File: config.mk
export PLATFORM = sky130hd
export DESIGN_NAME = pgpc_search
export DESIGN_NICKNAME = d
export VERILOG_FILES = /design/src/sv/pgpc_pkg.sv /design/src/sv/pgpc_search.sv
export VERILOG_INCLUDE_DIRS = /design/src /design/src/sv
export SDC_FILE = /design/constraint.sdc
export NUM_CORES = 1
export LEC_CHECK = 0
export BUFFER_PORTS_ARGS = -buffer_cell sky130_fd_sc_hd__clkbuf_2
export CAP_MARGIN = 40
export CORE_MARGIN = 2
export CORE_UTILIZATION = 35
export CTS_CLUSTER_SIZE = 8
export DETAILED_ROUTE_END_ITERATION = 10
export PLACE_DENSITY = 0.51
export SLEW_MARGIN = 20
export SYNTH_ARGS = -nofsm -noshare
export SYNTH_HDL_FRONTEND = slang
export SYNTH_SLANG_ARGS = --single-unit
export TNS_END_PERCENT = 5
File: constraint.sdc
create_clock -name clk -period 18.5 [get_ports clk]
set_input_delay 4.625 -clock clk [delete_from_list [all_inputs] [get_ports clk]]
set_output_delay 4.625 -clock clk [all_outputs]
set_load 0.01 [all_outputs]
File: src/sv/palette_gray_pixel_converter_defines.svh
// Assertion macros shared by the palette and gray pixel converter modules.
// Each macro expects signals named clk and rst in the scope where it is used.
`ifndef PALETTE_GRAY_PIXEL_CONVERTER_DEFINES_SVH
`define PALETTE_GRAY_PIXEL_CONVERTER_DEFINES_SVH

// The consequent must hold in the same cycle as the antecedent.
`define PGPC_ASSERT_NOW(label, ante, cons, msg) \
  label: assert property (@(posedge clk) disable iff (rst) (ante) |-> (cons)) \
    else $error(msg);

// The consequent must hold in the cycle after the antecedent.
`define PGPC_ASSERT_NEXT(label, ante, cons, msg) \
  label: assert property (@(posedge clk) disable iff (rst) (ante) |=> (cons)) \
    else $error(msg);

`endif

File: src/sv/pgpc_pkg.sv
// Package for the palette and gray pixel converter: payload structs, codes,
// register indexes and arithmetic constants. It depends on nothing else.
package pgpc_pkg;

  localparam int DEFAULT_PALETTE_DEPTH = 256;
  localparam int CFG_INDEX_W = 4;
  localparam int CFG_DATA_W  = 16;
  localparam int DIST_W      = 18;

  localparam logic OP_LOAD  = 1'b0;
  localparam logic OP_PIXEL = 1'b1;

  localparam logic MODE_PALETTE = 1'b0;
  localparam logic MODE_GRAY    = 1'b1;

  localparam logic [CFG_INDEX_W-1:0] CFG_MODE          = 4'd0;
  localparam logic [CFG_INDEX_W-1:0] CFG_PALETTE_COUNT = 4'd1;
  localparam logic [CFG_INDEX_W-1:0] CFG_PACK_NIBBLES  = 4'd2;
  localparam logic [CFG_INDEX_W-1:0] CFG_IMAGE_WIDTH   = 4'd3;

  localparam logic [15:0] GRAY_R = 16'd77;
  localparam logic [15:0] GRAY_G = 16'd150;
  localparam logic [15:0] GRAY_B = 16'd29;

  typedef struct packed {
    logic [7:0] red;
    logic [7:0] green;
    logic [7:0] blue;
  } color_t;

  typedef struct packed {
    logic       op;
    logic [7:0] entry_index;
    logic [7:0] red;
    logic [7:0] green;
    logic [7:0] blue;
  } item_t;

  typedef struct packed {
    logic [7:0] out_byte;
    logic       row_end;
  } result_t;

  typedef enum logic [1:0] {
    ST_IDLE,
    ST_SEARCH,
    ST_EMIT
  } state_t;

endpackage

File: src/sv/pgpc_search.sv
// Nearest palette entry search: walks the palette memory one entry per cycle
// through a read, square and compare pipeline. Depends on pgpc_pkg.
`include "palette_gray_pixel_converter_defines.svh"

module pgpc_search #(
  parameter int PALETTE_DEPTH = pgpc_pkg::DEFAULT_PALETTE_DEPTH,
  localparam int IDX_W = (PALETTE_DEPTH > 1) ? $clog2(PALETTE_DEPTH) : 1,
  localparam int CNT_W = IDX_W + 1
) (
  input  logic             clk,
  input  logic             rst,
  input  logic             start,
  input  pgpc_pkg::color_t color,
  input  logic [CNT_W-1:0] count,
  output logic             rd_en,
  output logic [IDX_W-1:0] rd_addr,
  input  pgpc_pkg::color_t rd_data,
  output logic             done,
  output logic [IDX_W-1:0] best
);

  logic                        busy;
  logic                        issuing;
  logic [CNT_W-1:0]            issue_cnt;
  logic [CNT_W-1:0]            count_q;
  pgpc_pkg::color_t            pix;
  logic                        v1;
  logic [IDX_W-1:0]            idx1;
  logic                        v2;
  logic [IDX_W-1:0]            idx2;
  logic [15:0]                 sq_r;
  logic [15:0]                 sq_g;
  logic [15:0]                 sq_b;
  logic                        found;
  logic [pgpc_pkg::DIST_W-1:0] best_dist;
  logic [pgpc_pkg::DIST_W-1:0] cand_dist;
  logic [CNT_W-1:0]            issue_inc;
  logic [7:0]                  ad_r;
  logic [7:0]                  ad_g;
  logic [7:0]                  ad_b;

  function automatic logic [7:0] abs_diff(input logic [7:0] a, input logic [7:0] b);
    abs_diff = (a >= b) ? (a - b) : (b - a);
  endfunction

  assign rd_en     = issuing;
  assign rd_addr   = issue_cnt[IDX_W-1:0];
  assign issue_inc = issue_cnt + CNT_W'(1);
  assign ad_r      = abs_diff(pix.red, rd_data.red);
  assign ad_g      = abs_diff(pix.green, rd_data.green);
  assign ad_b      = abs_diff(pix.blue, rd_data.blue);
  assign cand_dist = pgpc_pkg::DIST_W'(sq_r) + pgpc_pkg::DIST_W'(sq_g)
                   + pgpc_pkg::DIST_W'(sq_b);
  // The search is over once nothing is being issued and the pipeline is empty.
  assign done      = busy && !issuing && !v1 && !v2;

  always_ff @(posedge clk) begin
    if (rst) begin
      busy    <= 1'b0;
      issuing <= 1'b0;
      v1      <= 1'b0;
      v2      <= 1'b0;
      found   <= 1'b0;
    end else if (start) begin
      busy      <= 1'b1;
      issuing   <= (count != '0);
      issue_cnt <= '0;
      count_q   <= count;
      pix       <= color;
      v1        <= 1'b0;
      v2        <= 1'b0;
      found     <= 1'b0;
      best      <= '0;
    end else begin
      if (issuing) begin
        issue_cnt <= issue_inc;
        issuing   <= (issue_inc < count_q);
      end
      v1   <= issuing;
      idx1 <= issue_cnt[IDX_W-1:0];
      v2   <= v1;
      idx2 <= idx1;
      sq_r <= 16'(ad_r) * 16'(ad_r);
      sq_g <= 16'(ad_g) * 16'(ad_g);
      sq_b <= 16'(ad_b) * 16'(ad_b);
      // A strict compare keeps the lower index on a tie.
      if (v2 && (!found || cand_dist < best_dist)) begin
        found     <= 1'b1;
        best_dist <= cand_dist;
        best      <= idx2;
      end
      if (done) begin
        busy <= 1'b0;
      end
    end
  end

  `PGPC_ASSERT_NOW(a_start_when_free, start, !busy, "search started while busy")
  `PGPC_ASSERT_NOW(a_issue_in_range, issuing, issue_cnt < count_q, "address past count")
  `PGPC_ASSERT_NOW(a_pipe_in_search, v1 || v2, busy, "pipeline active outside a search")
  `PGPC_ASSERT_NEXT(a_done_releases, done, !busy, "search did not finish after done")

endmodule

==> results.py <==
metrics = {
    "sta": {
        "max_slew_margin": 0.5106,
        "fin_crit_ps": 10690,
        "worst_pin_slew_ps": 729.3,
        "rsz0062_at_grt": "no",
        "post-route-period-util": 0.5777,
        "fin_skew_ps": 26.95,
        "hold_viol": 0,
        "tns_ps": 0,
        "setup_viol": 0,
        "slew_violations": 0,
        "max_freq_ghz": 0.09357,
    },
    "die": {
        "die_w_um": 196.3,
        "die_h_um": 196.3,
        "coreArea_um2": 36520,
        "rows": 70,
        "die_area_um2": 38550,
        "io-pin-count": 78,
        "start_util": 0.3545,
    },
    "drt": {
        "drcViolationCount": 0,
        "drtAntennaViolNets": 0,
        "drt-vias-per-instance": 4.671,
        "vias": 8511,
        "drt_wl_total_um": 24410,
        "firstDrtPassIters": 5,
        "wl_per_cell_um": 13.40,
        "drt_iter0_markers": 349,
    },
    "clocking": {
        "clock_latency_ps": 440,
        "cts.sinks": 134,
        "root_buffer": "clkbuf_16",
        "cts_resized": 0,
        "cts_tree": "yes",
        "cts_setup_buffers": 0,
        "cts.path.max_buffers": 2,
        "cts.clk_slew.worst_paths_ps": 60,
        "h-tree-depth": 4,
        "cts_hold_buf": 0,
        "numCtsBuffers": 17,
    },
    "hold_path": {
        "hold_class": "register to register",
    },
    "critical_path": {
        "crit_path_end_kind": "register",
        "required_ps": 18670,
        "start_kind": "input port",
        "worstPathMaxFanout": 12,
        "crit_type": "input port to register",
        "cp.arrival_ps": 10860,
    },
    "final_layout": {
        "synthToLayoutAreaGrowth_pct": 10.99,
        "drive_gt1_frac": 0.1093,
        "nets": 1672,
        "regArea_um2": 3974,
        "insertedDiodeCount": 0,
        "multi_input_area_um2": 7903,
        "fillerInstances": 3585,
    },
    "global_route": {
        "grt_max_degree": 50,
        "grt_pass1_wl_um": 41680,
        "grt_usage": 0.1345,
        "antenna_found_initial": 0,
        "grt_pass1_vias": 8650,
        "grt_overflow": 0,
    },
    "synthesis": {
        "synth_flop_cell": "edfxtp_1",
        "syn_area_um2": 12950,
        "synth-seq-cells": 134,
        "synth_cell_types": 75,
        "ys_seq_area_frac": 0.3069,
        "async_reset_ff_frac": 0,
        "avgSynthCellArea_um2": 10.25,
        "netlist_instances": 1263,
        "synth_warnings": 0,
        "synth_edf_count": 129,
    },
    "outcome": {
        "outcome": "complete, no violations",
    },
    "place": {
        "gp_congestion": 0.8660,
        "hpwl_um": 20050,
        "portBuffers": 77,
    },
    "job": {
        "max-cap-violations": 0,
    },
}
## final timing paths
check / from / endpoint / slack, ps / depth (start not counted)
setup / recovery: rd_data[11] / sq_g[14]$_DFFE_PP_ / 7810 / 22
hold / removal: idx1[6]$_DFFE_PP_ / idx2[6]$_DFFE_PP_ / 420 / 0
setup reg to reg: pix[11]$_DFFE_PP_ / sq_g[14]$_DFFE_PP_ / 11720 / 20
hold reg to reg: idx1[6]$_DFFE_PP_ / idx2[6]$_DFFE_PP_ / 420 / 0
## per-stage QoR
| step | cells | hold WS [ps] | util | area, um^2 | setup slack (ps) |
|---|---|---|---|---|---|
| global route | 1822 | 437.4 | 0.3935 | 14370 | 7435 |
| global placement | 1788 | 402.4 | 0.3782 | 13810 | 7501 |
| finish | 1822 | 419.2 | 0.3935 | 14370 | 7812 |
| detailed placement | 1789 | 405.6 | 0.3784 | 13820 | 7345 |
| CTS | 1821 | 421.2 | 0.3933 | 14360 | 7790 |
| floorplan | 1266 | 400.3 | - | 12960 | 8089 |
## synthesized netlist by cell type, drive strengths merged, types with 4 or more instances
master | instances | area share
a21oi | 59 | 0.023
a31o | 4 | 0.0027
o211ai | 10 | 0.0058
edfxtp | 129 | 0.30
buf | 19 | 0.0095
inv | 251 | 0.073
xnor2 | 56 | 0.040
nor3 | 8 | 0.0031
ha | 174 | 0.17
a2111oi | 5 | 0.0048
nor2 | 102 | 0.030
nand3 | 15 | 0.0058
or3 | 5 | 0.0024
nor2b | 24 | 0.012
o31a | 5 | 0.0034
a21boi | 7 | 0.0041
o21bai | 11 | 0.0064
nand4 | 8 | 0.0039
o31ai | 4 | 0.0034
dfxtp | 5 | 0.0077
nand2b | 15 | 0.0072
xor2 | 22 | 0.017
fa | 97 | 0.15
a21o | 31 | 0.018
nand2 | 32 | 0.0093
o2111ai | 5 | 0.0043
a211o | 4 | 0.0027
and2 | 16 | 0.0077
mux2i | 15 | 0.013
clkbuf | 7 | 0.0020
a31oi | 5 | 0.0024
or2 | 22 | 0.011
o21ai | 39 | 0.015
o21a | 10 | 0.0058
## kinds of logic (layout without fill, tap and decap cells)
kind of cell / after synthesis / in the layout / share of synthesized area
other: 2 / 5 / 0.0005800
AOI/OAI and AO/OA: 218 / 218 / 0.1153
muxes: 15 / 15 / 0.01285
buffers and inverters: 277 / 365 / 0.08426
and+or+nand+nor: 268 / 268 / 0.1049
DFF: 134 / 134 / 0.3069
xor gates and xnor gates: 78 / 78 / 0.05711
adders and majority gates: 271 / 271 / 0.3181
## final cells by class
cell class	count	area share
multi-input cells	855	0.5499
flip-flops and latches	134	0.2765
inverters	251	0.06556
well taps	468	0.04075
clock buffers	18	0.02986
repair buffers	82	0.02943
clock inverters	14	0.008010
## worst max-delay path, cell delays in order
cell	delay (ps)
clkbuf_2	90
inv_1	40
ha_1	480
and4_1	320
a2111oi_4	80
o31ai_4	690
mux2i_1	300
xor2_1	570
or2_1	230
inv_1	60
fa_1	480
fa_1	540
inv_1	50
fa_1	500
fa_1	540
inv_1	40
ha_1	330
or2_2	300
a21oi_1	180
o31ai_1	100
a22oi_1	210
xnor2_1	90
## state kept, by name, indices dropped and copies added, names as in the netlist, 8 cells and up
| name | count |
|---|---|
| idx1 | 8 |
| idx2 | 8 |
| best_dist | 18 |
| sq_b | 15 |
| sq_g | 15 |
| pix | 24 |
| issue_cnt | 9 |
| count_q | 9 |
| best | 8 |
| sq_r | 15 |
## layer usage
metal,up-vias,global-route usage,part of all wire
met3,22,0.02242,0.020
met5,-,0,0
met4,0,0.03395,0.011
li1,4378,-,-
met1,4023,0.1800,0.49
met2,88,0.2268,0.48
## cells in the final DEF, fill, tap and decap left out, types with 6 or more instances in the layout
cell type  count
a21boi_0       6
a21o_1        31
a21oi_1       59
and2_1        16
clkbuf_16     17
clkbuf_2      77
edfxtp_1     129
fa_1          97
ha_1         174
inv_1        246
inv_6          6
mux2i_1       13
nand2_1       32
nand2b_1      15
nand3_1       15
nand4_1        8
nor2_1        99
nor2b_1       24
nor3_1         8
o211ai_1      10
o21a_1        10
o21ai_0       35
o21bai_1      11
or2_1         13
or2_2          9
xnor2_1       52
xor2_1        20
Power is left out: the tool's default activity adds up to more than one toggle a clock period on the data nets, which glitch-free logic cannot reach.
